==> src/design/edf_task_scheduler_defines.svh <==
// assertion macros shared by the scheduler rtl
// expects clk and rst_n in the scope of each use
`ifndef EDF_TASK_SCHEDULER_DEFINES_SVH
`define EDF_TASK_SCHEDULER_DEFINES_SVH

// condition must hold at every clock edge out of reset
`define EDF_ASSERT_ALWAYS(label, cond, msg) \
  label: assert property (@(posedge clk) disable iff (!rst_n) (cond)) else $error(msg);

// implication checked in the same cycle
`define EDF_ASSERT_IMPL(label, ante, cons, msg) \
  label: assert property (@(posedge clk) disable iff (!rst_n) (ante) |-> (cons)) else $error(msg);

`endif

==> src/design/edf_pkg.sv <==
// shared types, widths and codes of the edf task scheduler
// no dependencies
`timescale 1ns / 1ps
`default_nettype none

package edf_pkg;

  localparam int MAX_TASKS    = 16;
  localparam int TIME_BITS    = 32;
  localparam int IDX_W        = $clog2(MAX_TASKS);
  localparam int CNT_W        = $clog2(MAX_TASKS + 1);
  localparam int EXEC_W       = 16;
  localparam int PERIOD_W     = 16;
  localparam int TASK_COUNT_W = 5;
  localparam int CFG_ADDR_W   = 3;
  localparam int CFG_DATA_W   = 32;

  typedef logic [TIME_BITS-1:0] time_t;

  localparam time_t TIME_MAX = {TIME_BITS{1'b1}};

  // item kind carried on tuser
  localparam logic ACT_LOAD = 1'b0;
  localparam logic ACT_TICK = 1'b1;

  // register word index, taken from paddr[2]
  localparam logic REG_TASK_COUNT = 1'b0;
  localparam logic REG_HORIZON    = 1'b1;

  localparam logic [TASK_COUNT_W-1:0] TASK_COUNT_RST = TASK_COUNT_W'(1);
  localparam time_t                   HORIZON_RST    = TIME_BITS'(1000);

  // one task table word
  typedef struct packed {
    logic [EXEC_W-1:0]   exec_time;
    logic [PERIOD_W-1:0] period;
    time_t               deadline;
  } task_entry_t;

  // input item payload, first field in the high bits
  typedef struct packed {
    logic [3:0]          pad;
    logic [PERIOD_W-1:0] period;
    logic [EXEC_W-1:0]   exec_time;
    logic [IDX_W-1:0]    task_index;
  } in_data_t;

  // result item payload, first field in the high bits
  typedef struct packed {
    logic             pad;
    time_t            current_time;
    logic             finished;
    logic             deadline_missed;
    logic             cpu_idle;
    logic [IDX_W-1:0] running_task;
  } out_data_t;

  // saturating add of a time and a 16 bit span
  function automatic time_t sat_add(time_t a, logic [15:0] b);
    logic [TIME_BITS:0] sum;
    sum = {1'b0, a} + (TIME_BITS + 1)'(b);
    return sum[TIME_BITS] ? TIME_MAX : sum[TIME_BITS-1:0];
  endfunction

endpackage

`default_nettype wire

==> src/design/edf_task_scheduler.sv <==
// edf task scheduler top level, uses edf_pkg and the assertion macro header
// load item: writes the entry and restarts, then reports through the done state.
// tick item: a pick covers the tasks in use with the
// one-entry-a-cycle scan of the task table memory; one item at a time.
// reset is synchronous: clears control state, flags and the table's valid bits
// at once, with no clearing pass over the memory; payload registers are not reset
`timescale 1ns / 1ps
`default_nettype none
`include "edf_task_scheduler_defines.svh"

module edf_task_scheduler (
  input  wire                              clk,
  input  wire                              rst_n,
  // input channel
  input  wire                              in_tvalid,
  output logic                             in_tready,
  input  wire  [39:0]                      in_tdata,   // task_index, exec_time, period
  input  wire                              in_tuser,   // action
  // result channel
  output logic                             out_tvalid,
  input  wire                              out_tready,
  output logic [39:0]                      out_tdata,  // running_task, cpu_idle,
                                                       // deadline_missed, finished,
                                                       // current_time
  // configuration port
  input  wire                              cfg_psel,
  input  wire                              cfg_penable,
  input  wire                              cfg_pwrite,
  input  wire  [edf_pkg::CFG_ADDR_W-1:0]   cfg_paddr,
  input  wire  [edf_pkg::CFG_DATA_W-1:0]   cfg_pwdata,
  output logic [edf_pkg::CFG_DATA_W-1:0]   cfg_prdata,
  output logic                             cfg_pready
);

  localparam logic [2:0] ST_IDLE  = 3'd0;
  localparam logic [2:0] ST_SCAN  = 3'd1;
  localparam logic [2:0] ST_PICK  = 3'd2;
  localparam logic [2:0] ST_CHECK = 3'd3;
  localparam logic [2:0] ST_EVAL  = 3'd4;
  localparam logic [2:0] ST_WB    = 3'd5;
  localparam logic [2:0] ST_DONE  = 3'd6;

  localparam logic [1:0] CTX_FIRST = 2'd0;
  localparam logic [1:0] CTX_IDLE  = 2'd1;
  localparam logic [1:0] CTX_END   = 2'd2;

  // configuration registers
  logic [edf_pkg::TASK_COUNT_W-1:0] task_count_r;
  edf_pkg::time_t                   horizon_r;

  // control state
  logic [2:0]                  state_r, state_nxt;
  logic [1:0]                  ctx_r, ctx_nxt;
  logic [edf_pkg::CNT_W-1:0]   scan_cnt_r, scan_cnt_nxt;
  logic [edf_pkg::CNT_W-1:0]   scan_lim_r, scan_lim_nxt;
  logic                        rd_pend_r, rd_pend_nxt;
  logic                        found_r, found_nxt;
  edf_pkg::time_t              now_r, now_nxt;
  edf_pkg::time_t              job_end_r, job_end_nxt;
  logic [edf_pkg::IDX_W-1:0]   chosen_r, chosen_nxt;
  logic                        idle_r, idle_nxt;
  logic                        miss_r, miss_nxt;
  logic                        started_r, started_nxt;
  logic                        out_valid_r, out_valid_nxt;
  logic [edf_pkg::MAX_TASKS-1:0] valid_r;

  // payload registers
  edf_pkg::time_t              best_dl_r, best_dl_nxt;
  logic [edf_pkg::IDX_W-1:0]   best_idx_r, best_idx_nxt;
  logic [edf_pkg::EXEC_W-1:0]  best_exec_r, best_exec_nxt;
  edf_pkg::time_t              wb_dl_r, wb_dl_nxt;
  edf_pkg::out_data_t          out_r, out_nxt;
  logic [edf_pkg::IDX_W-1:0]   rd_idx_r;

  // task table memory
  edf_pkg::task_entry_t        mem [edf_pkg::MAX_TASKS];
  edf_pkg::task_entry_t        rdata_r;
  logic                        rd_ok_r;
  logic                        rd_en;
  logic [edf_pkg::IDX_W-1:0]   rd_addr;
  logic                        mem_we;
  logic [edf_pkg::IDX_W-1:0]   mem_waddr;
  edf_pkg::task_entry_t        mem_wdata;

  edf_pkg::in_data_t           in_d;
  edf_pkg::task_entry_t        ent;
  logic                        in_acc;
  logic                        cfg_wr;
  logic [edf_pkg::CNT_W-1:0]   used_n;
  logic [edf_pkg::CNT_W-1:0]   first_n;
  logic                        elig;
  logic                        upd;

  assign in_d       = edf_pkg::in_data_t'(in_tdata);
  assign in_tready  = (state_r == ST_IDLE);
  assign in_acc     = in_tvalid && in_tready;
  assign out_tvalid = out_valid_r;
  assign out_tdata  = out_r;
  assign cfg_pready = 1'b1;
  assign cfg_wr     = cfg_psel && cfg_penable && cfg_pwrite && cfg_pready;

  // entries never loaded read as zero
  assign ent = rd_ok_r ? rdata_r : '0;

  // tasks in use, clipped to the table size
  always_comb begin
    if (edf_pkg::CNT_W'(task_count_r) > edf_pkg::CNT_W'(edf_pkg::MAX_TASKS)) begin
      used_n = edf_pkg::CNT_W'(edf_pkg::MAX_TASKS);
    end else begin
      used_n = edf_pkg::CNT_W'(task_count_r);
    end
    first_n = (used_n == '0) ? edf_pkg::CNT_W'(1) : used_n;
  end

  // candidate test: first pick looks at deadlines only, later picks need release
  always_comb begin
    elig = (ctx_r == CTX_FIRST)
        || (ent.deadline < edf_pkg::time_t'(ent.period))
        || (now_r >= (ent.deadline - edf_pkg::time_t'(ent.period)));
    upd  = rd_pend_r && elig && (!found_r || (ent.deadline < best_dl_r));
  end

  // configuration registers
  always_ff @(posedge clk) begin
    if (!rst_n) begin
      task_count_r <= edf_pkg::TASK_COUNT_RST;
      horizon_r    <= edf_pkg::HORIZON_RST;
    end else if (cfg_wr) begin
      unique case (cfg_paddr[2])
        edf_pkg::REG_TASK_COUNT: task_count_r <= cfg_pwdata[edf_pkg::TASK_COUNT_W-1:0];
        edf_pkg::REG_HORIZON:    horizon_r    <= edf_pkg::time_t'(cfg_pwdata);
        default: ;
      endcase
    end
  end

  // register read back
  always_comb begin
    unique case (cfg_paddr[2])
      edf_pkg::REG_TASK_COUNT: cfg_prdata = edf_pkg::CFG_DATA_W'(task_count_r);
      edf_pkg::REG_HORIZON:    cfg_prdata = edf_pkg::CFG_DATA_W'(horizon_r);
      default:                 cfg_prdata = '0;
    endcase
  end

  // sequencer
  always_comb begin
    state_nxt     = state_r;
    ctx_nxt       = ctx_r;
    scan_cnt_nxt  = scan_cnt_r;
    scan_lim_nxt  = scan_lim_r;
    rd_pend_nxt   = 1'b0;
    found_nxt     = found_r;
    now_nxt       = now_r;
    job_end_nxt   = job_end_r;
    chosen_nxt    = chosen_r;
    idle_nxt      = idle_r;
    miss_nxt      = miss_r;
    started_nxt   = started_r;
    best_dl_nxt   = best_dl_r;
    best_idx_nxt  = best_idx_r;
    best_exec_nxt = best_exec_r;
    wb_dl_nxt     = wb_dl_r;
    out_nxt       = out_r;
    out_valid_nxt = out_valid_r && !out_tready;
    rd_en         = 1'b0;
    rd_addr       = '0;
    mem_we        = 1'b0;
    mem_waddr     = '0;
    mem_wdata     = '0;

    unique case (state_r)
      ST_IDLE: begin
        if (in_acc) begin
          if (in_tuser == edf_pkg::ACT_LOAD) begin
            // write the entry and restart
            mem_we      = 1'b1;
            mem_waddr   = in_d.task_index;
            mem_wdata   = '{exec_time: in_d.exec_time, period: in_d.period,
                            deadline: edf_pkg::time_t'(in_d.period)};
            now_nxt     = '0;
            job_end_nxt = '0;
            chosen_nxt  = '0;
            idle_nxt    = 1'b0;
            miss_nxt    = 1'b0;
            started_nxt = 1'b0;
            state_nxt   = ST_DONE;
          end else if (miss_r) begin
            state_nxt = ST_DONE;
          end else if (!started_r) begin
            ctx_nxt      = CTX_FIRST;
            scan_lim_nxt = first_n;
            scan_cnt_nxt = '0;
            found_nxt    = 1'b0;
            state_nxt    = ST_SCAN;
          end else if (now_r < horizon_r && now_r != edf_pkg::TIME_MAX) begin
            if (idle_r) begin
              ctx_nxt      = CTX_IDLE;
              scan_lim_nxt = used_n;
              scan_cnt_nxt = '0;
              found_nxt    = 1'b0;
              state_nxt    = ST_SCAN;
            end else begin
              state_nxt = ST_CHECK;
            end
          end else begin
            state_nxt = ST_DONE;
          end
        end
      end

      ST_SCAN: begin
        // issue one read a cycle, compare the entry that came back
        if (scan_cnt_r != scan_lim_r) begin
          rd_en        = 1'b1;
          rd_addr      = scan_cnt_r[edf_pkg::IDX_W-1:0];
          scan_cnt_nxt = scan_cnt_r + edf_pkg::CNT_W'(1);
          rd_pend_nxt  = 1'b1;
        end
        if (upd) begin
          found_nxt     = 1'b1;
          best_dl_nxt   = ent.deadline;
          best_idx_nxt  = rd_idx_r;
          best_exec_nxt = ent.exec_time;
        end
        if (scan_cnt_r == scan_lim_r && !rd_pend_r) begin
          state_nxt = ST_PICK;
        end
      end

      ST_PICK: begin
        unique case (ctx_r)
          CTX_FIRST: begin
            chosen_nxt  = best_idx_r;
            job_end_nxt = edf_pkg::time_t'(best_exec_r);
            now_nxt     = edf_pkg::time_t'(1);
            started_nxt = 1'b1;
            idle_nxt    = 1'b0;
            state_nxt   = ST_DONE;
          end
          CTX_IDLE: begin
            if (found_r) begin
              chosen_nxt  = best_idx_r;
              idle_nxt    = 1'b0;
              job_end_nxt = edf_pkg::sat_add(now_r, best_exec_r);
            end
            state_nxt = ST_CHECK;
          end
          default: begin
            if (found_r) begin
              chosen_nxt  = best_idx_r;
              idle_nxt    = 1'b0;
              job_end_nxt = edf_pkg::sat_add(now_r, best_exec_r);
            end else begin
              idle_nxt = 1'b1;
            end
            now_nxt   = now_r + edf_pkg::time_t'(1);
            state_nxt = ST_DONE;
          end
        endcase
      end

      ST_CHECK: begin
        // running job ends on this tick: fetch its entry
        if (!idle_r && now_r == job_end_r) begin
          rd_en     = 1'b1;
          rd_addr   = chosen_r;
          state_nxt = ST_EVAL;
        end else begin
          now_nxt   = now_r + edf_pkg::time_t'(1);
          state_nxt = ST_DONE;
        end
      end

      ST_EVAL: begin
        // late finish stops the run, else move the deadline a period on
        if (now_r > ent.deadline) begin
          miss_nxt  = 1'b1;
          state_nxt = ST_DONE;
        end else begin
          wb_dl_nxt = edf_pkg::sat_add(ent.deadline, ent.period);
          state_nxt = ST_WB;
        end
      end

      ST_WB: begin
        // read data still holds the chosen entry
        mem_we       = 1'b1;
        mem_waddr    = chosen_r;
        mem_wdata    = '{exec_time: ent.exec_time, period: ent.period, deadline: wb_dl_r};
        ctx_nxt      = CTX_END;
        scan_lim_nxt = used_n;
        scan_cnt_nxt = '0;
        found_nxt    = 1'b0;
        state_nxt    = ST_SCAN;
      end

      ST_DONE: begin
        if (!out_valid_r || out_tready) begin
          out_nxt.pad             = 1'b0;
          out_nxt.running_task    = chosen_r;
          out_nxt.cpu_idle        = idle_r;
          out_nxt.deadline_missed = miss_r;
          out_nxt.finished        = miss_r || (now_r >= horizon_r)
                                 || (now_r == edf_pkg::TIME_MAX);
          out_nxt.current_time    = now_r;
          out_valid_nxt           = 1'b1;
          state_nxt               = ST_IDLE;
        end
      end

      default: state_nxt = ST_IDLE;
    endcase
  end

  // control registers
  always_ff @(posedge clk) begin
    if (!rst_n) begin
      state_r     <= ST_IDLE;
      ctx_r       <= CTX_FIRST;
      scan_cnt_r  <= '0;
      scan_lim_r  <= '0;
      rd_pend_r   <= 1'b0;
      found_r     <= 1'b0;
      now_r       <= '0;
      job_end_r   <= '0;
      chosen_r    <= '0;
      idle_r      <= 1'b0;
      miss_r      <= 1'b0;
      started_r   <= 1'b0;
      out_valid_r <= 1'b0;
      valid_r     <= '0;
    end else begin
      state_r     <= state_nxt;
      ctx_r       <= ctx_nxt;
      scan_cnt_r  <= scan_cnt_nxt;
      scan_lim_r  <= scan_lim_nxt;
      rd_pend_r   <= rd_pend_nxt;
      found_r     <= found_nxt;
      now_r       <= now_nxt;
      job_end_r   <= job_end_nxt;
      chosen_r    <= chosen_nxt;
      idle_r      <= idle_nxt;
      miss_r      <= miss_nxt;
      started_r   <= started_nxt;
      out_valid_r <= out_valid_nxt;
      if (mem_we) begin
        valid_r[mem_waddr] <= 1'b1;
      end
    end
  end

  // payload registers
  always_ff @(posedge clk) begin
    best_dl_r   <= best_dl_nxt;
    best_idx_r  <= best_idx_nxt;
    best_exec_r <= best_exec_nxt;
    wb_dl_r     <= wb_dl_nxt;
    out_r       <= out_nxt;
  end

  // task table: one write and one registered read port
  always_ff @(posedge clk) begin
    if (mem_we) begin
      mem[mem_waddr] <= mem_wdata;
    end
    if (rd_en) begin
      rdata_r  <= mem[rd_addr];
      rd_ok_r  <= valid_r[rd_addr];
      rd_idx_r <= rd_addr;
    end
  end

  // checks
  `EDF_ASSERT_ALWAYS(a_no_rw_overlap, !(mem_we && rd_en), "table read and write in one cycle")
  `EDF_ASSERT_ALWAYS(a_scan_bound, scan_cnt_r <= scan_lim_r, "scan index past the task count")
  `EDF_ASSERT_IMPL(a_miss_holds_time, $rose(miss_r), $stable(now_r), "clock moved on a miss")
  `EDF_ASSERT_IMPL(a_miss_finished, out_valid_r && out_r.deadline_missed, out_r.finished,
                   "missed deadline not reported as finished")

endmodule

`default_nettype wire
==> config.mk <==
export PLATFORM = sky130hd
export DESIGN_NAME = edf_task_scheduler
export DESIGN_NICKNAME = d
export VERILOG_FILES = /design/src/design/edf_pkg.sv /design/src/design/edf_task_scheduler.sv
export VERILOG_INCLUDE_DIRS = /design/src /design/src/design
export SDC_FILE = /design/constraint.sdc
export NUM_CORES = 2
export LEC_CHECK = 0
export BUFFER_PORTS_ARGS = -buffer_cell sky130_fd_sc_hd__buf_4
export CORE_MARGIN = 1
export CORE_UTILIZATION = 45
export CTS_CLUSTER_DIAMETER = 100
export CTS_CLUSTER_SIZE = 30
export DETAILED_ROUTE_END_ITERATION = 8
export SYNTH_ARGS = -nofsm -noshare
export SYNTH_HDL_FRONTEND = slang
export SYNTH_SLANG_ARGS = --single-unit
export TNS_END_PERCENT = 20
==> constraint.sdc <==
create_clock -name clk -period 18.5 [get_ports clk]
set_input_delay 2.775 -clock clk [delete_from_list [all_inputs] [get_ports clk]]
set_output_delay 2.775 -clock clk [all_outputs]
set_load 0.1 [all_outputs]
==> Yosys cells after proc, flatten, opt, wreduce, memory -nomap -nowiden <==
Memories as Yosys holds them, arrays and structs flattened. A register that Yosys moved wholly into a read port is not among the register bits.
Index checks and enable logic that the tools add are counted.
{ "totals": {"input_bits": 83, "regBits": 270, "ram_bits": 1024, "out_inout_bits": 75, "wordCells": 211, "n_memories": 1} }
{ "op_classes": {"muxes": 93, "n_eq_ne": 28, "bitwise_logic": 3, "n_addsub": 5, "order_cmp": 10, "n_reduce_logical": 44} }
{ "mem_list": {"columns": ["name", "depth", "width", "rd", "rd_clocked_by_memory_dff", "wr", "line", "rtl"], "rows": [
  ["mem", 16, 64, 1, 1, 1, "edf_task_scheduler.sv:76", "edf_pkg::task_entry_t mem [edf_pkg::MAX_TASKS];"]
]} }
{ "op_table": {"columns": ["cell", "count"], "rows": [
  ["$mux 32", 6],
  ["$mux 64", 3],
  ["$pmux 32 s2", 3],
  ["$pmux 64 s2", 1],
  ["$pmux 32 s3", 1],
  ["$mux 5", 15],
  ["$add 32x16->33", 2],
  ["$ge 32x32->1", 2],
  ["$lt 32x32->1", 2],
  ["$add 32x1->32 const B", 1],
  ["$eq 32x32->1", 1],
  ["$eq 32x32->1 const B", 1],
  ["$gt 32x32->1", 1],
  ["$lt 32x16->1", 1],
  ["$mux 4", 8],
  ["$ne 32x32->1 const B", 1],
  ["$sub 32x16->32", 1],
  ["$mux 3", 8],
  ["$pmux 4 s2", 3],
  ["$mux 1", 23],
  ["$pmux 3 s7", 1],
  ["$ne 2x2->1 const B", 10],
  ["$mux 2", 9],
  ["$or 16x16->16", 1],
  ["other kinds (35)", 78]
]} }

==> Depth between registers and ports, before layout <==
{ "logic_depth": {"ltp_word": 9, "mapped_depth": 30, "mapped_depth_nobuf": 23} }

==> Least setup slack after synthesis <==
Ideal clock, no wire load.
{ "synth_timing": {"path_kind": "register -> register", "from": "reg rd_ok_r", "to": "reg best_dl_r[0], enable pin", "path_stages_with_launch": 29, "setup_time_ns": 0.740, "synth_period_minus_slack_ns": 14.061, "arrival_ns": 13.321, "n_path_buf": 8, "path_slack_ns": 4.439, "t_required_ns": 17.760, "cell_sequence": "edfxtp_1 buf_6 buf_6 buf_4 clkbuf_1 clkbuf_1 clkbuf_1 nand2_1 inv_1 ha_1 clkbuf_1 nor2b_1 a221oi_2 a21oi_1 o2111a_1 o31a_1 o21a_1 o21ai_1 buf_2 nand3_1 a22o_1 ha_1 a21o_1 a21o_1 a21oi_1 or2_2 a32oi_1 o31ai_1 a2111oi_0"} }
{ "synth_lines": {"columns": ["item", "line", "rtl"], "rows": [
  ["from (decl)", "edf_task_scheduler.sv:78", "logic rd_ok_r;"],
  ["from (signal assigned)", "edf_task_scheduler.sv:369", "rd_ok_r <= valid_r[rd_addr];"],
  ["to (signal assigned)", "edf_task_scheduler.sv:355", "best_dl_r <= best_dl_nxt;"],
  ["to (decl)", "edf_task_scheduler.sv:68", "edf_pkg::time_t best_dl_r, best_dl_nxt;"]
]} }

==> summary.md <==
| Metric | Value |
|---|---|
| Total of warnings raised by yosys | 0 |
| Number of cells traversed by the worst register-to-register path | 19 |
| Final Net Count | 5054 |
| Std-Cell Core Area | 132000 µm² |
| Reg2reg start | rd_ok_r$_DFFE_PP_ |
| Cell at the root of the clock tree | sky130_fd_sc_hd__clkbuf_16 |
| Share of the clock period used by the worst path after layout | 41.4% |
| Maximum ir drop on the vdd rail | 81.4 µV |
| Post-synth EDFFs | 1216 |
| Setup Buffers After CTS | 0 |
| Max-slew violation count | 0 |
| Main combinational cell family by area after synthesis | simple AND/OR/NAND/NOR gates |
| Worst-case clock buffer depth | 3 |
| Post-cts hold buffer count | 0 |
| Post-CTS clock slew at the launch and capture registers of the worst setup and hold paths | 0.12 ns |
| Post-synthesis cell count | 4778 |
| Mapped Nets | 5031 |
| Worst EP required | 18.83 ns |
| Startpoint-to-endpoint class of the critical path | reg -> reg |
| DP Area | 62800 µm² |
| Clock Skew | 0.0553 ns |
| GPL Wtd Cong | 0.907 |
| Compound-cell area share of the yosys netlist | 10.6% |
| Final critical path time including I/O delays and setup | 7.66 ns |
| Result of the run | finished clean |
| Initial antenna violation count | 2 |
| Total power per unit cell area | 95.2 nW/µm² |
| Cell row count | 133 |
| Routed wire length | 163000 µm |
| Number of top-level pins | 158 |
| Slew headroom | 14.5% |
| Number of distinct library cell variants in the gate-level netlist after synthesis | 88 |
| Share of synthesized area occupied by flip-flops and latches | 65.9% |
| Iteration-0 DRC count of the detailed router | 3693 |
| Transition at the pin with the smallest max-transition slack | 1.28 ns |
| Maximum number of pins on one net before global-route repair | 173 |
| Last element of the critical path | best_dl_r[18]$_DFFE_PP_ |
| Synthesized-area fraction occupied by xor and xnor cells | 1.91% |
| Top-area cell type share of the netlist area | 61.1% |
| Area of the mapped netlist | 59700 µm² |
| Design area | 64500 µm² |
| Critical path data arrival time | 8.00 ns |
| Die width | 366 µm |
| Startpoint type of the worst setup path | register |
| Leakage power summed over all cells | 22.5 nW |
| Endpoints failing setup | 0 |
| Routed vias/inst | 5.90 |
| Highest achievable clock rate | 131 MHz |
| Synthesized-area fraction occupied by adder cells | 3.66% |
| Number of global-route vias before repair | 36335 |
| Global-route usage over all layers | 23.8% |
| Mux contribution to synthesized area | 2.44% |
| Internal reg-to-reg setup slack | 10.84 ns |
| Setup total negative slack | 0 ns |
| Number of flip-flops and latches in the synthesized netlist | 1358 |
| Most instantiated flip-flop cell in the synthesis netlist | sky130_fd_sc_hd__edfxtp_1 |
| Insertion delay to the later sink of the worst-skew pair | 0.73 ns |
| Post-synthesis simple-gate area fraction | 12.3% |
| Largest fanout on the critical path | 63 |
| Clock tree from TritonCTS | yes |
| TritonRoute pass-1 iters | 6 |
| Floorplan die area | 134000 µm² |
| GRT Residual Overflow | 0 |
| Worst hold-check path type | reg -> reg |
| Share of post-route cells with drive strength above 1 | 8.40% |
| Largest cells by area after synthesis | sky130_fd_sc_hd__edfxtp_1 61%, sky130_fd_sc_hd__nand2_1 5.6%, sky130_fd_sc_hd__dfxtp_1 4.8%, sky130_fd_sc_hd__ha_1 3.5%, sky130_fd_sc_hd__nand3_1 2.6% |
| Ys async rst share | 0% |
| Max-cap viol count | 0 |
| R2R Path End | best_dl_r[18]$_DFFE_PP_ |
| Total number of vias | 38908 |
| CP endpoint kind | register |
| Setup repair after global routing missed its margin | no |
| Residual DRC count | 0 |
| Area growth from synthesis to layout | 7.98% |
| Wire length per cell | 24.8 µm |
| First-pass GRT wire length | 241000 µm |
| Routed Antenna Nets | 0 |
| Average cell area after synthesis | 12.5 µm² |
| Number of buffers added on ports | 149 |
| Number of sinks handled by clock tree synthesis | 1358 |
| Synth area leader | sky130_fd_sc_hd__edfxtp_1 |
| Y dimension of the die | 366 µm |
| Number of hold violations in the final report | 0 |
| CTS-repair resized insts | 0 |
| Placed wire-length estimate after detailed placement | 95900 µm |
| Initial Util | 45.4% |
| Maximum level of the CTS H-tree | 2 |
| Clock buffer count from CTS | 54 |
| CP Launch Point | rd_ok_r$_DFFE_PP_ |
==> area by class of cell <==
cell class	instances	area, µm²
Antenna cell	1	2.50
Sequential cell	1358	39400
Timing Repair Buffer	255	1950
Multi-Input combinational cell	2975	18700
Clock buffer	76	1460
Inverter	157	602
Fill cell	11587	67200
Tap cell	1755	2200
Clock inverter	14	196
==> routing by layer <==
| metal | GRT usage (%) | vias up | share of wire (%) |
|---|---|---|---|
| li1 | - | 17772 | - |
| met1 | 33.8 | 19612 | 44 |
| met2 | 39.3 | 1339 | 48 |
| met4 | 5.53 | 0 | 2.2 |
| met3 | 2.62 | 185 | 6.1 |
| met5 | 0 | - | 0 |
==> sequential cells by signal (all words and copies together) (netlist names), 5 cells and up <==
name          count
mem            1024
rdata_r          64
out_tdata        39
best_dl_r        32
horizon_r        32
job_end_r        32
now_r            32
wb_dl_r          32
best_exec_r      16
valid_r          16
scan_cnt_r        5
scan_lim_r        5
task_count_r      5
==> worst min-delay path by stage <==
| stage | startpoint | to | cells past startpoint |
|---|---|---|---|
| finish | rd_idx_r[1]$_DFFE_PP_ | best_idx_r[1]$_DFFE_PP_ | 0 |
| global route | rd_idx_r[0]$_DFFE_PP_ | best_idx_r[0]$_DFFE_PP_ | 0 |
| global placement | rd_idx_r[1]$_DFFE_PP_ | best_idx_r[1]$_DFFE_PP_ | 0 |
| floorplan | rd_idx_r[0]$_DFFE_PP_ | best_idx_r[0]$_DFFE_PP_ | 0 |
| detailed placement | rd_idx_r[1]$_DFFE_PP_ | best_idx_r[1]$_DFFE_PP_ | 0 |
| CTS | rd_idx_r[1]$_DFFE_PP_ | best_idx_r[1]$_DFFE_PP_ | 0 |
==> synthesized netlist by cell type (all sizes together), types with 46 or more instances <==
master / count
a21boi: 46
a21oi: 223
a221o: 131
a31oi: 86
a32oi: 72
and2: 57
buf: 108
clkbuf: 180
dfxtp: 142
edfxtp: 1216
ha: 169
inv: 156
mux2i: 140
nand2: 907
nand3: 309
nand4: 47
nor2: 132
o21ai: 99
xnor2: 81
xor2: 49
==> metrics by stage <==
stage	util (%)	cells	setup slack, ns	hold WS (ns)	total power, mW
6_report	49.0	6591	10.84	0.430	6.14
5_1_grt	49.0	6590	10.48	0.438	6.35
4_1_cts	49.0	6590	10.99	0.432	6.17
3_5_place_dp	47.7	6500	10.99	0.405	4.67
3_3_place_gp	47.7	6500	11.07	0.401	4.65
2_1_floorplan	-	4778	4.44	0.400	4.33
==> power by group <==
part | internal [mW] | switching [mW] | total (mW)
registers | 3.59 | 0.0692 | 3.66
logic | 0.255 | 0.688 | 0.943
clock network | 0.587 | 0.950 | 1.54
==> layout by cell type, fill, tap and decap left out, types with 21 or more instances in the layout <==
cell type and n:
sky130_fd_sc_hd__nor2_1 116, sky130_fd_sc_hd__a32oi_1 71, sky130_fd_sc_hd__nand4_1 47, sky130_fd_sc_hd__a21oi_1 223, sky130_fd_sc_hd__ha_1 169, sky130_fd_sc_hd__a21boi_0 46, sky130_fd_sc_hd__buf_4 252, sky130_fd_sc_hd__clkbuf_1 21
sky130_fd_sc_hd__a21o_1 41, sky130_fd_sc_hd__o21a_1 25, sky130_fd_sc_hd__and2_1 53, sky130_fd_sc_hd__xor2_1 49, sky130_fd_sc_hd__and3_1 34, sky130_fd_sc_hd__nor2b_1 31, sky130_fd_sc_hd__o21ai_0 93, sky130_fd_sc_hd__nor3_1 26
sky130_fd_sc_hd__nand2_1 894, sky130_fd_sc_hd__xnor2_1 81, sky130_fd_sc_hd__inv_1 152, sky130_fd_sc_hd__mux2i_1 140, sky130_fd_sc_hd__clkbuf_16 55, sky130_fd_sc_hd__nand3_1 309, sky130_fd_sc_hd__a31oi_1 84, sky130_fd_sc_hd__dfxtp_1 142
sky130_fd_sc_hd__edfxtp_1 1216, sky130_fd_sc_hd__a221o_1 131, sky130_fd_sc_hd__a22o_1 34
==> logic make-up after synthesis <==
kind of cell | after synthesis
adders and majority gates | 175
and+or+nand+nor | 1637
other | 2
muxes | 145
DFF | 1358
xor gates and xnor gates | 130
buffers and inverters | 445
AOI/OAI and AO/OA | 886
==> critical path: stages (launching register included) <==
cell and delay (ns):
sky130_fd_sc_hd__edfxtp_1 0.76, sky130_fd_sc_hd__buf_4 0.73, sky130_fd_sc_hd__nand2_1 0.18, sky130_fd_sc_hd__inv_1 0.18, sky130_fd_sc_hd__ha_1 0.35, sky130_fd_sc_hd__a31o_2 0.29, sky130_fd_sc_hd__a22o_1 0.26, sky130_fd_sc_hd__o31a_1 0.27
sky130_fd_sc_hd__o21a_1 0.21, sky130_fd_sc_hd__o21ai_1 0.79, sky130_fd_sc_hd__nand3_1 0.14, sky130_fd_sc_hd__a22o_1 0.25, sky130_fd_sc_hd__ha_1 0.30, sky130_fd_sc_hd__nand4_1 0.14, sky130_fd_sc_hd__nor2_1 0.15, sky130_fd_sc_hd__nand3_1 0.11
sky130_fd_sc_hd__a2111oi_0 0.66, sky130_fd_sc_hd__o31ai_1 0.36, sky130_fd_sc_hd__a2111oi_2 0.35, sky130_fd_sc_hd__buf_4 0.72
(Power assumes the default switching activity.)
